`config.mk`:
```
export PLATFORM = sky130hd
export DESIGN_NAME = vna_front
export DESIGN_NICKNAME = d
export VERILOG_FILES = /design/src/vna_pkg.sv /design/src/vna_front.sv
export SDC_FILE = /design/constraint.sdc
export NUM_CORES = 1
export LEC_CHECK = 0
export BUFFER_PORTS_ARGS = -buffer_cell sky130_fd_sc_hd__buf_4
export CORE_ASPECT_RATIO = 1.25
export CORE_MARGIN = 4
export CORE_UTILIZATION = 32
export CTS_CLUSTER_DIAMETER = 50
export DETAILED_ROUTE_END_ITERATION = 12
export GPL_ROUTABILITY_DRIVEN = 0
export SLEW_MARGIN = 20
export SYNTH_ARGS = -nofsm -noshare
export SYNTH_HDL_FRONTEND = slang
export SYNTH_SLANG_ARGS = --single-unit
```
`constraint.sdc`:
```
create_clock -name clk_i -period 11.75 [get_ports clk_i]
set_input_delay 1.175 -clock clk_i [delete_from_list [all_inputs] [get_ports clk_i]]
set_output_delay 1.175 -clock clk_i [all_outputs]
set_load 0.01 [all_outputs]
```
`src/vna_pkg.sv`:
```
// ----------------------------------------------------------------------------
// Vertex normal accumulator package
// Shared widths, codes, request types and the saturating sum add.
// ----------------------------------------------------------------------------
package vna_pkg;

  localparam int unsigned VERTEX_DEPTH_DEF = 1024;

  localparam int unsigned CNT_W    = 11;
  localparam int unsigned VIDX_W   = 10;
  localparam int unsigned IDX_W    = 16;
  localparam int unsigned LIM_W    = 17;
  localparam int unsigned POS_W    = 16;
  localparam int unsigned EDGE_W   = 17;
  localparam int unsigned PROD_W   = 34;
  localparam int unsigned FACE_W   = 35;
  localparam int unsigned SUM_W    = 48;
  localparam int unsigned NRM_W    = 16;
  localparam int unsigned ST_W     = 2;

  localparam int unsigned MAG_W    = 31;
  localparam int unsigned SQ_W     = 64;
  localparam int unsigned ROOT_W   = 32;
  localparam int unsigned REM_W    = 34;
  localparam int unsigned FRAC_W   = 14;
  localparam int unsigned DIV_W    = MAG_W + FRAC_W;
  localparam int unsigned QUO_W    = FRAC_W + 1;

  localparam int unsigned QUEUE_DEPTH = 2;
  localparam int unsigned QPTR_W      = 1;
  localparam int unsigned QCNT_W      = 2;

  localparam logic [ST_W-1:0] ST_OK    = 2'd0;
  localparam logic [ST_W-1:0] ST_ZERO  = 2'd1;
  localparam logic [ST_W-1:0] ST_RANGE = 2'd2;

  typedef enum logic [1:0] {
    OP_LOAD = 2'd0,
    OP_TRI  = 2'd1,
    OP_READ = 2'd2,
    OP_NOP  = 2'd3
  } op_e;

  typedef enum logic [1:0] {
    CMD_LOAD = 2'd0,
    CMD_TRI  = 2'd1,
    CMD_READ = 2'd2
  } cmd_kind_e;

  typedef struct packed {
    cmd_kind_e          kind;
    logic               oor;
    logic [IDX_W-1:0]   vidx;
    logic [IDX_W-1:0]   corner_a;
    logic [IDX_W-1:0]   corner_b;
    logic [IDX_W-1:0]   corner_c;
    logic [POS_W-1:0]   pos_x;
    logic [POS_W-1:0]   pos_y;
    logic [POS_W-1:0]   pos_z;
  } cmd_t;

  typedef struct packed {
    logic [NRM_W-1:0] x;
    logic [NRM_W-1:0] y;
    logic [NRM_W-1:0] z;
    logic [ST_W-1:0]  status;
  } norm_res_t;

  function automatic logic [SUM_W-1:0] sat_add(input logic [SUM_W-1:0] a,
                                                input logic [FACE_W-1:0] f);
    logic [SUM_W:0] s;
    s = {a[SUM_W-1], a} + {{(SUM_W + 1 - FACE_W){f[FACE_W-1]}}, f};
    if (s[SUM_W] != s[SUM_W-1]) begin
      return s[SUM_W] ? {1'b1, {(SUM_W - 1){1'b0}}} : {1'b0, {(SUM_W - 1){1'b1}}};
    end
    return s[SUM_W-1:0];
  endfunction

endpackage

```
`src/vna_front.sv`:
```
// ----------------------------------------------------------------------------
// Vertex normal accumulator front end
// Takes requests, checks ranges, drops no-ops and queues work for the back end.
// ----------------------------------------------------------------------------
module vna_front #(
  parameter int unsigned VERTEX_DEPTH = vna_pkg::VERTEX_DEPTH_DEF
) (
  input  logic                       clk_i,
  input  logic                       rst_ni,
  input  logic                       cfg_we_i,
  input  logic [vna_pkg::CNT_W-1:0]  cfg_wdata_i,
  input  logic                       in_valid_i,
  output logic                       in_stall_o,
  input  logic [1:0]                 op_i,
  input  logic [vna_pkg::VIDX_W-1:0] vertex_index_i,
  input  logic [vna_pkg::POS_W-1:0]  pos_x_i,
  input  logic [vna_pkg::POS_W-1:0]  pos_y_i,
  input  logic [vna_pkg::POS_W-1:0]  pos_z_i,
  input  logic [vna_pkg::IDX_W-1:0]  corner_a_i,
  input  logic [vna_pkg::IDX_W-1:0]  corner_b_i,
  input  logic [vna_pkg::IDX_W-1:0]  corner_c_i,
  input  logic                       busy_i,
  output logic                       cmd_valid_o,
  output vna_pkg::cmd_t              cmd_o,
  input  logic                       cmd_pop_i
);
  import vna_pkg::*;

  localparam logic [LIM_W-1:0] DepthC = LIM_W'(VERTEX_DEPTH);

  logic [CNT_W-1:0]  vcount_q;
  cmd_t              q_mem_q [QUEUE_DEPTH];
  logic [QPTR_W-1:0] wr_ptr_q, rd_ptr_q;
  logic [QCNT_W-1:0] cnt_q, cnt_d;
  logic              accept, push, full;
  logic [LIM_W-1:0]  lim, vc_w;
  cmd_t              cmd;

  assign full       = (cnt_q == QCNT_W'(QUEUE_DEPTH));
  assign in_stall_o = full | busy_i;
  assign accept     = in_valid_i & ~in_stall_o;
  assign vc_w       = LIM_W'(vcount_q);
  assign lim        = (vc_w < DepthC) ? vc_w : DepthC;

  always_comb begin
    push         = 1'b0;
    cmd.kind     = CMD_LOAD;
    cmd.oor      = 1'b0;
    cmd.vidx     = IDX_W'(vertex_index_i);
    cmd.corner_a = corner_a_i;
    cmd.corner_b = corner_b_i;
    cmd.corner_c = corner_c_i;
    cmd.pos_x    = pos_x_i;
    cmd.pos_y    = pos_y_i;
    cmd.pos_z    = pos_z_i;
    unique case (op_e'(op_i))
      OP_LOAD: begin
        cmd.kind = CMD_LOAD;
        push     = accept & (LIM_W'(vertex_index_i) < DepthC);
      end
      OP_TRI: begin
        cmd.kind = CMD_TRI;
        push     = accept & (LIM_W'(corner_a_i) < lim) & (LIM_W'(corner_b_i) < lim)
                   & (LIM_W'(corner_c_i) < lim);
      end
      OP_READ: begin
        cmd.kind = CMD_READ;
        cmd.oor  = (LIM_W'(vertex_index_i) >= lim);
        push     = accept;
      end
      OP_NOP: push = 1'b0;
      default: push = 1'b0;
    endcase
  end

  assign cnt_d = cnt_q + QCNT_W'(push) - QCNT_W'(cmd_pop_i);

  always_ff @(posedge clk_i or negedge rst_ni) begin
    if (!rst_ni) begin
      vcount_q <= '0;
      wr_ptr_q <= '0;
      rd_ptr_q <= '0;
      cnt_q    <= '0;
    end else begin
      if (cfg_we_i) begin
        vcount_q <= cfg_wdata_i;
      end
      if (push) begin
        wr_ptr_q <= wr_ptr_q + 1'b1;
      end
      if (cmd_pop_i) begin
        rd_ptr_q <= rd_ptr_q + 1'b1;
      end
      cnt_q <= cnt_d;
    end
  end

  always_ff @(posedge clk_i) begin
    if (push) begin
      q_mem_q[wr_ptr_q] <= cmd;
    end
  end

  assign cmd_valid_o = (cnt_q != '0);
  assign cmd_o       = q_mem_q[rd_ptr_q];

endmodule

```
==> impl_results.md <==
- Post-CTS Repair Setup Buffers: 0
- First-pass GRT wire length: about 34000 um
- Static leakage power: ~4.8 nW
- Crit end category: register
- Peak VDD IR: approximately 0.16 mV
- Final Hold Vio Count: 0
- # DRC: 0
- Fin crit share: 36.7%
- Count of different cell masters after synthesis: 47
- CTS buffer count: 27
- Hold slack: 0.498 ns
- Synth Register Bits: ~230
- Root Driver: clkbuf_16
- Max-slew violations: 0
- WL/cell: between 15 and 20 um
- Min-delay worst type: primary input to async pin
- Core footprint: 0.0294 sq mm
- Pwr dens: between 150 and 200 mW/mm^2
- Main area contributors after synthesis: edfxtp_1, mux2_2, ha_1
- PortBufs: about 240
- Clock slew at reported path FFs: approximately 0.060 ns
- CTS H-tree depth: 1
- Die Ht: around 200 um
- Multi-input gate area: about 0.0026 sq mm
- Post-layout minimum cycle time: about 4.3 ns
- Initial DRC Count: ~330
- Worst path required time: about 12 ns
- Fillers: 2707
- Diodes inserted: 0
- M3 GR Usage: approximately 3.4%
- Worst r2r src: vcount_q[10]
- Setup crit end: q_mem_q[0][29]
- Area Overhead vs Synth: 32.6%
- Die width: approximately 160 um
- MaxCap Viol Count: 0
- Die area: 0.0328 sq mm
- CP Max Fanout: between 60 and 70
- Vias per cell: 4.57
- YS warnings: 0
- Post-DP HPWL: 15800 um
- Slew headroom: 31.5%
- Hold-fix buffers, CTS: 0
- CTS tree: done
- Kind of critical path: register to register
- Setup-failing EPs final: 0
- Vias: around 5500
- Synthesized area: between 0.009 and 0.01 sq mm
- Grt peak-use layer: met2
- RSZ-0062 raised after global routing: no
- Slew @ Worst Pin: 1.03 ns
- Maximum clock path buffer count: 3
- Worst R2R End: q_mem_q[0][29]
- Initial Utilization: between 30% and 40%
- Post-detailed-routing wire length: 22600 um
- Io pins: between 200 and 250
- Clock Latency Late Sink: 0.53 ns
- Row cnt: 70
- Post-route ant nets: 0
- Vias in the first global route: 5771
- GRT Total Usage: 13.3%
- Status: finished clean
- Syn avg cell area: roughly 18 sq um
- Reg2reg setup slack: about 7.4 ns
- Register Area: between 0.006 and 0.007 sq mm
- Global routing usage on met1: approximately 17%
- Area leader, netlist: edfxtp_1
- Met2 Track Usage GR: about 23%
- Sequential cell area fraction in the yosys report: between 70% and 80%
- Fmax: around 0.23 GHz
- Drt pass-1 iters: 5
- Largest net degree at the start of global routing: 71
- CP arrival: 4.45 ns
- Setup_tns: 0 ns
- Layout cell share with drive strength beyond 1: between 50% and 60%
- Skew final: 0.0144 ns
- Crit path from: vcount_q[10]
- Post-synth top area share: around 68%
- CP startpoint kind: register
- R2R depth: 11
- CTS Sinks: 233
- Initial antenna violation count: 0
- Post-CTS sizing: 0
- GRT overflow: 0
- Mapped Cells: ~530
- Final nets: roughly 950
## layout by cell type, fill, tap and decap left out, drive strengths merged, types with 4 or more instances in the layout
master  count
buf       242
edfxtp    218
mux2      119
ha         41
clkbuf     33
nand2      19
dfrtp      15
nor2       11
inv        11
a21oi       9
o21ai       9
clkinv      8
nor3        7
conb        6
nand4       5
nor4b       5
nor4        4
and2        4
## critical path, stage by stage (launching register included)
cell and delay, ns:
dfrtp_1 0.45, inv_2 0.27, nand2_1 0.32, ha_1 0.37
and2_0 0.17, a221oi_1 0.24, o32a_1 0.27, nand4_4 0.16
o21a_1 0.25, nor3_2 0.15, buf_4 0.38, buf_4 0.76
## sequential cells by signal, indices dropped and copies added, names as in the netlist
| name | count |
|---|---|
| q_mem_q | 218 |
| vcount_q | 11 |
| cnt_q | 2 |
| rd_ptr_q | 1 |
| wr_ptr_q | 1 |
## synth_stat cells, drive strengths merged
| cell | n |
|---|---|
| and4b | 1 |
| nand3 | 3 |
| nor2 | 11 |
| ha | 41 |
| edfxtp | 218 |
| a21o | 3 |
| o21a | 3 |
| o21ai | 9 |
| inv | 7 |
| and3 | 2 |
| dfrtp | 15 |
| nor2b | 3 |
| buf | 8 |
| a211oi | 2 |
| nor3b | 1 |
| a221o | 1 |
| clkbuf | 13 |
| nand2b | 2 |
| or4 | 3 |
| xor2 | 2 |
| a31oi | 1 |
| nor4 | 4 |
| a21oi | 9 |
| a2111o | 1 |
| o32a | 1 |
| a221oi | 3 |
| o32ai | 1 |
| conb | 1 |
| nor3 | 7 |
| mux2 | 119 |
| nand4 | 5 |
| nor4b | 5 |
| o211ai | 1 |
| or2 | 2 |
| nand2 | 19 |
| and2 | 4 |
## final cells by class
type | instances | share of cell area, %
Clock inverter | 16 | 1.48
Timing Repair Buffer | 242 | 14.3
Inverter | 7 | 0.207
Multi-Input combinational cell | 275 | 20.2
Tap cell | 396 | 3.89
Sequential cell | 233 | 54.4
Clock buffer | 33 | 5.49
## how the worst min path moves through the flow
stage / from / cells after the start / endpoint / slack (ns)
2_1_floorplan: vcount_q[9] / 1 / vcount_q[9] / 0.48
3_3_place_gp: vcount_q[6] / 1 / vcount_q[6] / 0.49
3_5_place_dp: vcount_q[3] / 1 / vcount_q[3] / 0.50
4_1_cts: rst_ni / 1 / cnt_q[0] / 0.47
5_1_grt: rst_ni / 1 / wr_ptr_q / 0.48
6_report: rst_ni / 1 / wr_ptr_q / 0.50
## report_power, final
group / switching (mW) / leakage (nW) / total (mW) / internal, mW
clock network: 0.330 / 0.432 / 0.824 / 0.494
logic: 0.296 / 2.20 / 0.640 / 0.344
registers: 0.0448 / 2.15 / 1.01 / 0.965
## metal layers
layer / vias up / share of wire [%] / routed length [um]
met3: 30 / 7.7 / 1740
met2: 194 / 49 / 11000
li1: 2584 / - / -
met4: 0 / 1.5 / 332
met1: 2689 / 42 / 9530
met5: - / 0 / 0
## per-stage QoR
step,area (sq um),util [%],total power [mW],worst slack [ns],instances
after detailed placement,11800,40.2,1.68,6.87,1153
final,12700,43.2,2.47,7.44,1202
after CTS,12700,43.2,2.52,7.34,1202
after global routing,12700,43.2,2.60,7.13,1202
after floorplan,9610,-,1.38,0.701,536
after global placement,11800,40.2,1.68,6.99,1153
## cells by family (layout without fill, tap and decap cells)
logic type	after synthesis	after routing	share of synthesized area, %
flip-flops	233	233	72.2
AND/OR/NAND/NOR	72	72	4.56
buffers and inverters	28	298	1.34
adder cells (fa/ha/maj)	41	41	5.35
AO/OA/AOI/OAI	35	35	2.40
multiplexers	119	119	14.0
other	1	6	0.0391
XOR/XNOR	2	2	0.183
Power figures use the tool's default switching activity.
