<file path="src/vna_pkg.sv">
// ----------------------------------------------------------------------------
// Vertex normal accumulator package
// Shared widths, codes, request types and the saturating sum add.
// ----------------------------------------------------------------------------
package vna_pkg;

  localparam int unsigned VERTEX_DEPTH_DEF = 1024;

  localparam int unsigned CNT_W    = 11;
  localparam int unsigned VIDX_W   = 10;
  localparam int unsigned IDX_W    = 16;
  localparam int unsigned LIM_W    = 17;
  localparam int unsigned POS_W    = 16;
  localparam int unsigned EDGE_W   = 17;
  localparam int unsigned PROD_W   = 34;
  localparam int unsigned FACE_W   = 35;
  localparam int unsigned SUM_W    = 48;
  localparam int unsigned NRM_W    = 16;
  localparam int unsigned ST_W     = 2;

  localparam int unsigned MAG_W    = 31;
  localparam int unsigned SQ_W     = 64;
  localparam int unsigned ROOT_W   = 32;
  localparam int unsigned REM_W    = 34;
  localparam int unsigned FRAC_W   = 14;
  localparam int unsigned DIV_W    = MAG_W + FRAC_W;
  localparam int unsigned QUO_W    = FRAC_W + 1;

  localparam int unsigned QUEUE_DEPTH = 2;
  localparam int unsigned QPTR_W      = 1;
  localparam int unsigned QCNT_W      = 2;

  localparam logic [ST_W-1:0] ST_OK    = 2'd0;
  localparam logic [ST_W-1:0] ST_ZERO  = 2'd1;
  localparam logic [ST_W-1:0] ST_RANGE = 2'd2;

  typedef enum logic [1:0] {
    OP_LOAD = 2'd0,
    OP_TRI  = 2'd1,
    OP_READ = 2'd2,
    OP_NOP  = 2'd3
  } op_e;

  typedef enum logic [1:0] {
    CMD_LOAD = 2'd0,
    CMD_TRI  = 2'd1,
    CMD_READ = 2'd2
  } cmd_kind_e;

  typedef struct packed {
    cmd_kind_e          kind;
    logic               oor;
    logic [IDX_W-1:0]   vidx;
    logic [IDX_W-1:0]   corner_a;
    logic [IDX_W-1:0]   corner_b;
    logic [IDX_W-1:0]   corner_c;
    logic [POS_W-1:0]   pos_x;
    logic [POS_W-1:0]   pos_y;
    logic [POS_W-1:0]   pos_z;
  } cmd_t;

  typedef struct packed {
    logic [NRM_W-1:0] x;
    logic [NRM_W-1:0] y;
    logic [NRM_W-1:0] z;
    logic [ST_W-1:0]  status;
  } norm_res_t;

  function automatic logic [SUM_W-1:0] sat_add(input logic [SUM_W-1:0] a,
                                                input logic [FACE_W-1:0] f);
    logic [SUM_W:0] s;
    s = {a[SUM_W-1], a} + {{(SUM_W + 1 - FACE_W){f[FACE_W-1]}}, f};
    if (s[SUM_W] != s[SUM_W-1]) begin
      return s[SUM_W] ? {1'b1, {(SUM_W - 1){1'b0}}} : {1'b0, {(SUM_W - 1){1'b1}}};
    end
    return s[SUM_W-1:0];
  endfunction

endpackage

</file>
<file path="src/vna_norm.sv">
// ----------------------------------------------------------------------------
// Vertex normal accumulator normalizer
// Scales a 48-bit sum vector to a Q1.14 unit vector: shift, square, root, divide.
// ----------------------------------------------------------------------------
module vna_norm (
  input  logic                      clk_i,
  input  logic                      rst_ni,
  input  logic                      start_i,
  input  logic [vna_pkg::SUM_W-1:0] sum_x_i,
  input  logic [vna_pkg::SUM_W-1:0] sum_y_i,
  input  logic [vna_pkg::SUM_W-1:0] sum_z_i,
  output logic                      done_o,
  output vna_pkg::norm_res_t        res_o
);
  import vna_pkg::*;

  localparam logic [3:0] N_IDLE  = 4'd0;
  localparam logic [3:0] N_CHECK = 4'd1;
  localparam logic [3:0] N_SHIFT = 4'd2;
  localparam logic [3:0] N_SQ    = 4'd3;
  localparam logic [3:0] N_ACC   = 4'd4;
  localparam logic [3:0] N_ROOT  = 4'd5;
  localparam logic [3:0] N_DIVI  = 4'd6;
  localparam logic [3:0] N_DIV   = 4'd7;
  localparam logic [3:0] N_SIGN  = 4'd8;
  localparam logic [3:0] N_DONE  = 4'd9;

  logic [3:0]         state_q, state_d;
  logic [SUM_W-1:0]   m_q [3];
  logic [2:0]         neg_q;
  logic [1:0]         k_q;
  logic [4:0]         cnt_q;
  logic [2*MAG_W-1:0] prod_q;
  logic [SQ_W-1:0]    sq_q;
  logic [REM_W-1:0]   rem_q;
  logic [ROOT_W-1:0]  root_q;
  logic [DIV_W:0]     drem_q, div_q;
  logic [QUO_W-1:0]   quo_q;
  logic [NRM_W-1:0]   res_q [3];
  logic [ST_W-1:0]    status_q;
  logic [SUM_W-1:0]   mor;
  logic [REM_W+1:0]   rem_sh, trial;

  assign mor    = m_q[0] | m_q[1] | m_q[2];
  assign rem_sh = {rem_q, sq_q[SQ_W-1 -: 2]};
  assign trial  = {2'b00, root_q, 2'b01};

  always_comb begin
    state_d = state_q;
    unique case (state_q)
      N_IDLE:  if (start_i) state_d = N_CHECK;
      N_CHECK: state_d = (mor == '0) ? N_DONE : N_SHIFT;
      N_SHIFT: if (mor[SUM_W-1:MAG_W] == '0) state_d = N_SQ;
      N_SQ:    state_d = N_ACC;
      N_ACC:   state_d = (k_q == 2'd2) ? N_ROOT : N_SQ;
      N_ROOT:  if (cnt_q == 5'd31) state_d = N_DIVI;
      N_DIVI:  state_d = N_DIV;
      N_DIV:   if (cnt_q == 5'(QUO_W - 1)) state_d = N_SIGN;
      N_SIGN:  state_d = (k_q == 2'd2) ? N_DONE : N_DIVI;
      N_DONE:  state_d = N_IDLE;
      default: state_d = N_IDLE;
    endcase
  end

  always_ff @(posedge clk_i or negedge rst_ni) begin
    if (!rst_ni) begin
      state_q <= N_IDLE;
    end else begin
      state_q <= state_d;
    end
  end

  always_ff @(posedge clk_i) begin
    case (state_q)
      N_IDLE: begin
        m_q[0] <= sum_x_i[SUM_W-1] ? (~sum_x_i + 1'b1) : sum_x_i;
        m_q[1] <= sum_y_i[SUM_W-1] ? (~sum_y_i + 1'b1) : sum_y_i;
        m_q[2] <= sum_z_i[SUM_W-1] ? (~sum_z_i + 1'b1) : sum_z_i;
        neg_q  <= {sum_z_i[SUM_W-1], sum_y_i[SUM_W-1], sum_x_i[SUM_W-1]};
      end
      N_CHECK: begin
        res_q[0] <= '0;
        res_q[1] <= '0;
        res_q[2] <= '0;
        status_q <= (mor == '0) ? ST_ZERO : ST_OK;
      end
      N_SHIFT: begin
        if (mor[SUM_W-1:MAG_W] != '0) begin
          m_q[0] <= m_q[0] >> 1;
          m_q[1] <= m_q[1] >> 1;
          m_q[2] <= m_q[2] >> 1;
        end else begin
          k_q  <= 2'd0;
          sq_q <= '0;
        end
      end
      N_SQ: prod_q <= m_q[k_q][MAG_W-1:0] * m_q[k_q][MAG_W-1:0];
      N_ACC: begin
        sq_q <= sq_q + SQ_W'(prod_q);
        if (k_q == 2'd2) begin
          cnt_q  <= '0;
          rem_q  <= '0;
          root_q <= '0;
        end else begin
          k_q <= k_q + 2'd1;
        end
      end
      N_ROOT: begin
        sq_q  <= sq_q << 2;
        cnt_q <= cnt_q + 5'd1;
        k_q   <= 2'd0;
        if (rem_sh >= trial) begin
          rem_q  <= REM_W'(rem_sh - trial);
          root_q <= {root_q[ROOT_W-2:0], 1'b1};
        end else begin
          rem_q  <= REM_W'(rem_sh);
          root_q <= {root_q[ROOT_W-2:0], 1'b0};
        end
      end
      N_DIVI: begin
        drem_q <= (DIV_W + 1)'({m_q[k_q][MAG_W-1:0], {FRAC_W{1'b0}}})
                  + (DIV_W + 1)'(root_q[ROOT_W-1:1]);
        div_q  <= (DIV_W + 1)'({root_q, {FRAC_W{1'b0}}});
        quo_q  <= '0;
        cnt_q  <= '0;
      end
      N_DIV: begin
        div_q <= div_q >> 1;
        cnt_q <= cnt_q + 5'd1;
        if (drem_q >= div_q) begin
          drem_q <= drem_q - div_q;
          quo_q  <= {quo_q[QUO_W-2:0], 1'b1};
        end else begin
          quo_q  <= {quo_q[QUO_W-2:0], 1'b0};
        end
      end
      N_SIGN: begin
        res_q[k_q] <= neg_q[k_q] ? (~NRM_W'(quo_q) + 1'b1) : NRM_W'(quo_q);
        k_q        <= k_q + 2'd1;
      end
      default: ;
    endcase
  end

  assign done_o       = (state_q == N_DONE);
  assign res_o.x      = res_q[0];
  assign res_o.y      = res_q[1];
  assign res_o.z      = res_q[2];
  assign res_o.status = status_q;

endmodule

</file>
<file path="config.mk">
export PLATFORM = sky130hd
export DESIGN_NAME = vna_norm
export DESIGN_NICKNAME = d
export VERILOG_FILES = /design/src/vna_pkg.sv /design/src/vna_norm.sv
export SDC_FILE = /design/constraint.sdc
export NUM_CORES = 2
export LEC_CHECK = 0
export BUFFER_PORTS_ARGS = -buffer_cell sky130_fd_sc_hd__buf_2
export CAP_MARGIN = 20
export CORE_UTILIZATION = 30
export DETAILED_ROUTE_END_ITERATION = 10
export PLACE_DENSITY = 0.5
export SLEW_MARGIN = 20
export SYNTH_ARGS = -nofsm -noshare
export SYNTH_HDL_FRONTEND = slang
export SYNTH_SLANG_ARGS = --single-unit
</file>
<file path="constraint.sdc">
create_clock -name clk_i -period 12 [get_ports clk_i]
set_input_delay 0 -clock clk_i [delete_from_list [all_inputs] [get_ports clk_i]]
set_output_delay 0 -clock clk_i [all_outputs]
set_load 0.01 [all_outputs]
</file>
==> PnR_summary.wiki <==
{| class="wikitable"
! Metric !! Value
|-
| Initial DRC Count || 3,443
|-
| Via total after detailed routing || 46,600
|-
| Antenna violations before repair || 15
|-
| Number of synthesized flops with an enable pin || 501
|-
| Post-place instance area || 63,700 um^2
|-
| Post-synthesis async set-or-reset flop share || 0.00789
|-
| Via count of the first global-routing pass || 48,500
|-
| Total setup violations reported at the end of the flow || 0
|-
| Area of all placed cells without fillers || 67,800 um^2
|-
| Most repeated library cell on the critical path || sky130_fd_sc_hd__fa_1
|-
| Net count after synthesis || 7,739
|-
| Run status || finished, final reports clean
|-
| Placement-stage worst setup slack || 1.49 ns
|-
| CP max stage cell || sky130_fd_sc_hd__dfxtp_2
|-
| Req. time, crit path || 12.44 ns
|-
| Arrival time of data at the critical path endpoint || 10.98 ns
|-
| Average cell area after synthesis || 9.32 um^2
|-
| Clock Root Buffer || sky130_fd_sc_hd__clkbuf_16
|-
| Most heavily used metal layer in global routing || met2
|-
| CTS H-tree depth || 2
|-
| Max-slew violation total from the final report || 0
|-
| Synthesis warning total || 0
|-
| Buffer levels on the longest clock path || 3
|-
| Critical path capture point type || register
|-
| Number of antenna-violating nets in the routed design || 0
|-
| Router iterations before antenna repair || 6
|-
| CTS Buf Count || 61
|-
| Longest individual stage delay on the worst path || 0.85 ns
|-
| IO Port Bufs || 196
|-
| Total negative slack for setup checks || 0 ns
|-
| Type of the worst setup path || register to register
|-
| Total congestion overflow after global routing || 0
|-
| Flip-flop and latch count after synthesis || 507
|-
| Hold Worst Slack || 0.189 ns
|-
| Via-per-instance ratio || 4.96
|-
| Skew final || 0.0538 ns
|-
| DIE HEIGHT || 448 um
|-
| Ports || 198
|-
| Met3 routing resource usage after global routing || 0.0267
|-
| Post-CTS sizing || 0
|-
| Num Clock Sinks || 507
|-
| Floorplan row count || 163
|-
| Clock input transition at the sequential cells of the worst setup and hold paths || 0.07 ns
|-
| Met2 track utilization from global routing || 0.327
|-
| Final setup slack of the worst path || 1.45 ns
|-
| Initial standard-cell utilization of the core || 0.302
|-
| Net total in the final layout || 8,031
|-
| Share of the clock period used by the worst path after layout || 0.879
|-
| Overall die width || 448 um
|-
| Filler cell count in the final layout || 20,400
|-
| Total count of hold-check failures in the final report || 0
|-
| Headroom to the max-slew limit || 0.207
|-
| Count of maximum capacitance violations || 0
|-
| Cell variety after synth || 90
|-
| Share of post-route cells with drive strength above 1 || 0.0641
|-
| Slew of the pin with the lowest slew margin || 1.19 ns
|-
| Tightest Hold Check Type || input port to async pin
|-
| Post-DP HPWL || 152,000 um
|-
| Overall track demand over capacity in global routing || 0.192
|-
| Post-CTS setup-driven buffer insertion count || 0
|-
| Worst-Skew Late Latency || 0.71 ns
|-
| Ys flop type || sky130_fd_sc_hd__edfxtp_1
|-
| TritonCTS clock tree || built
|-
| GR Util met1 || 0.252
|-
| Final weighted congestion of routability-driven global placement || 0.916
|-
| Routed wire per std cell || 20.5 um
|-
| Wire length reported by the detailed router || 193,000 um
|-
| CP Launch Type || register
|-
| F_max || 94.8 MHz
|-
| Seq/Total Area, Yosys || 0.254
|-
| Area growth syn-to-layout || 13.6%
|-
| Number of instances in the synthesized netlist || 6,407
|-
| Post-synthesis instance area || 59,700 um^2
|-
| Maximum number of pins on one net before global-route repair || 249
|-
| Unrepaired setup endpoints after global routing || false
|-
| Wire length of the first global-routing pass || 294,000 um
|-
| Area of the core region || 197,000 um^2
|-
| Tmin final || 10.55 ns
|-
| Post-CTS Hold Fix Bufs || 211
|-
| Die area || 201,000 um^2
|-
| Final routed DRC violation total || 0
|-
| Highest fanout seen on the critical path || 47
|}
==> path summary, 6_finish.rpt <==
path	endpoint	slack, ns	depth (start not counted)
setup / recovery	prod_q[61]	1.45	30
hold / removal	state_q[3]	0.19	3
setup reg to reg	prod_q[61]	1.45	30
hold reg to reg	div_q[37]	0.55	2
max in group asynchronous	state_q[2]	11.65	3
min in group clk_i	m_q[2][17]	0.29	4
==> logic make-up (layout without fill, tap and decap cells) <==
| family | count (synthesis) | after routing | share of synthesized area |
|---|---|---|---|
| AOI/OAI and AO/OA | 1188 | 1188 | 0.123 |
| xor gates and xnor gates | 379 | 379 | 0.0556 |
| adders and majority gates | 1185 | 1185 | 0.344 |
| buffers and inverters | 1376 | 1720 | 0.0869 |
| DFF | 507 | 507 | 0.254 |
| muxes | 67 | 67 | 0.0113 |
| other | 1 | 4 | 0.0000628 |
| and+or+nand+nor | 1704 | 1704 | 0.126 |
==> state kept, by name (all words and copies together), names as in the netlist, named ones only <==
| register | cells |
|---|---|
| drem_q | 46 |
| quo_q | 15 |
| prod_q | 61 |
| status_q | 1 |
| state_q | 4 |
| cnt_q | 5 |
| neg_q | 3 |
| root_q | 32 |
| rem_q | 34 |
| sq_q | 64 |
| k_q | 2 |
| div_q | 46 |
| res_q | 48 |
| m_q | 144 |
==> layer usage <==
| layer | wire length (um) | vias to the layer above | share of wire |
|---|---|---|---|
| met5 | 34 | - | 0.00018 |
| met4 | 5890 | 6 | 0.031 |
| met3 | 10400 | 295 | 0.054 |
| met2 | 92700 | 1305 | 0.48 |
| met1 | 83700 | 23400 | 0.43 |
| li1 | - | 21600 | - |
==> layout by cell type, fill, tap and decap left out, types with 32 or more instances in the layout <==
| cell | instances |
|---|---|
| sky130_fd_sc_hd__nand2b_1 | 34 |
| sky130_fd_sc_hd__xor2_1 | 210 |
| sky130_fd_sc_hd__dlygate4sd3_1 | 211 |
| sky130_fd_sc_hd__nand3_1 | 76 |
| sky130_fd_sc_hd__fa_1 | 757 |
| sky130_fd_sc_hd__buf_4 | 78 |
| sky130_fd_sc_hd__o31ai_1 | 45 |
| sky130_fd_sc_hd__ha_1 | 428 |
| sky130_fd_sc_hd__or3_1 | 33 |
| sky130_fd_sc_hd__nand4_1 | 58 |
| sky130_fd_sc_hd__buf_2 | 196 |
| sky130_fd_sc_hd__o21bai_1 | 32 |
| sky130_fd_sc_hd__edfxtp_1 | 501 |
| sky130_fd_sc_hd__xnor2_1 | 169 |
| sky130_fd_sc_hd__a21oi_1 | 260 |
| sky130_fd_sc_hd__o21ai_0 | 437 |
| sky130_fd_sc_hd__inv_1 | 1105 |
| sky130_fd_sc_hd__nor3_1 | 54 |
| sky130_fd_sc_hd__nand2_1 | 717 |
| sky130_fd_sc_hd__a21o_1 | 155 |
| sky130_fd_sc_hd__mux2i_1 | 65 |
| sky130_fd_sc_hd__nor2_1 | 525 |
| sky130_fd_sc_hd__clkbuf_16 | 61 |
| sky130_fd_sc_hd__nor4_1 | 52 |
| sky130_fd_sc_hd__o21a_1 | 61 |
==> stage by stage <==
stage               instances   util
floorplan                6407      -
global placement         9065  0.323
detailed placement       9065  0.323
CTS                      9391  0.343
global route             9393  0.343
finish                   9394  0.343
==> worst max-delay path, delay by kind of cell (launching register included) <==
family          cells  cell delay, ns
compound gates      7            1.78
flops               1            0.85
simple gates        5            1.12
xor+xnor            1            0.08
fa+ha+maj           9            4.52
buf+inv             8            1.91
==> Yosys cell counts, types with 8 or more instances <==
library cell               number  area, um^2
sky130_fd_sc_hd__inv_1       1105        4150
sky130_fd_sc_hd__fa_1         757       15200
sky130_fd_sc_hd__nand2_1      720        2700
sky130_fd_sc_hd__nor2_1       526        1970
sky130_fd_sc_hd__edfxtp_1     501       15000
sky130_fd_sc_hd__o21ai_0      441        2210
sky130_fd_sc_hd__ha_1         428        5360
sky130_fd_sc_hd__a21oi_1      262        1310
sky130_fd_sc_hd__clkbuf_1     223         837
sky130_fd_sc_hd__xor2_1       210        1840
sky130_fd_sc_hd__xnor2_1      169        1480
sky130_fd_sc_hd__a21o_1       155        1160
sky130_fd_sc_hd__nand3_1       77         385
sky130_fd_sc_hd__mux2i_1       65         651
sky130_fd_sc_hd__o21a_1        61         458
sky130_fd_sc_hd__nand4_1       58         363
sky130_fd_sc_hd__nor3_1        55         275
sky130_fd_sc_hd__nor4_1        53         332
sky130_fd_sc_hd__o31ai_1       45         338
sky130_fd_sc_hd__nand2b_1      34         213
sky130_fd_sc_hd__or3_1         33         206
sky130_fd_sc_hd__o21bai_1      32         240
sky130_fd_sc_hd__and2_1        28         175
sky130_fd_sc_hd__a31oi_1       27         169
sky130_fd_sc_hd__nor2b_1       26         163
sky130_fd_sc_hd__and3_1        25         156
sky130_fd_sc_hd__a211oi_1      24         180
sky130_fd_sc_hd__o41ai_1       24         210
sky130_fd_sc_hd__buf_1         21        78.8
sky130_fd_sc_hd__or4_1         17         128
sky130_fd_sc_hd__or2_2         13        81.3
sky130_fd_sc_hd__buf_2         10        50.1
sky130_fd_sc_hd__o211ai_1      10        75.1
sky130_fd_sc_hd__and4_1         9        78.8
sky130_fd_sc_hd__clkinv_1       9        33.8
sky130_fd_sc_hd__o21ai_1        9        45.0
sky130_fd_sc_hd__a21boi_0       8        60.1
sky130_fd_sc_hd__a41oi_1        8        70.1
sky130_fd_sc_hd__o31a_1         8        70.1
==> area by class of cell <==
| class | count | area [um^2] | share of cell area |
|---|---|---|---|
| inverters | 1119 | 4200 | 0.0620 |
| clock buffers | 74 | 1580 | 0.0232 |
| clock inverters | 41 | 385 | 0.00568 |
| flip-flops and latches | 507 | 15200 | 0.224 |
| well taps | 2640 | 3300 | 0.0487 |
| diodes | 3 | 7.51 | 0.000111 |
| multi-input cells | 4524 | 39400 | 0.582 |
| repair buffers | 486 | 3700 | 0.0546 |
Power is left out: the tool's default activity adds up to more than one toggle a clock period on the data nets, which glitch-free logic cannot reach.
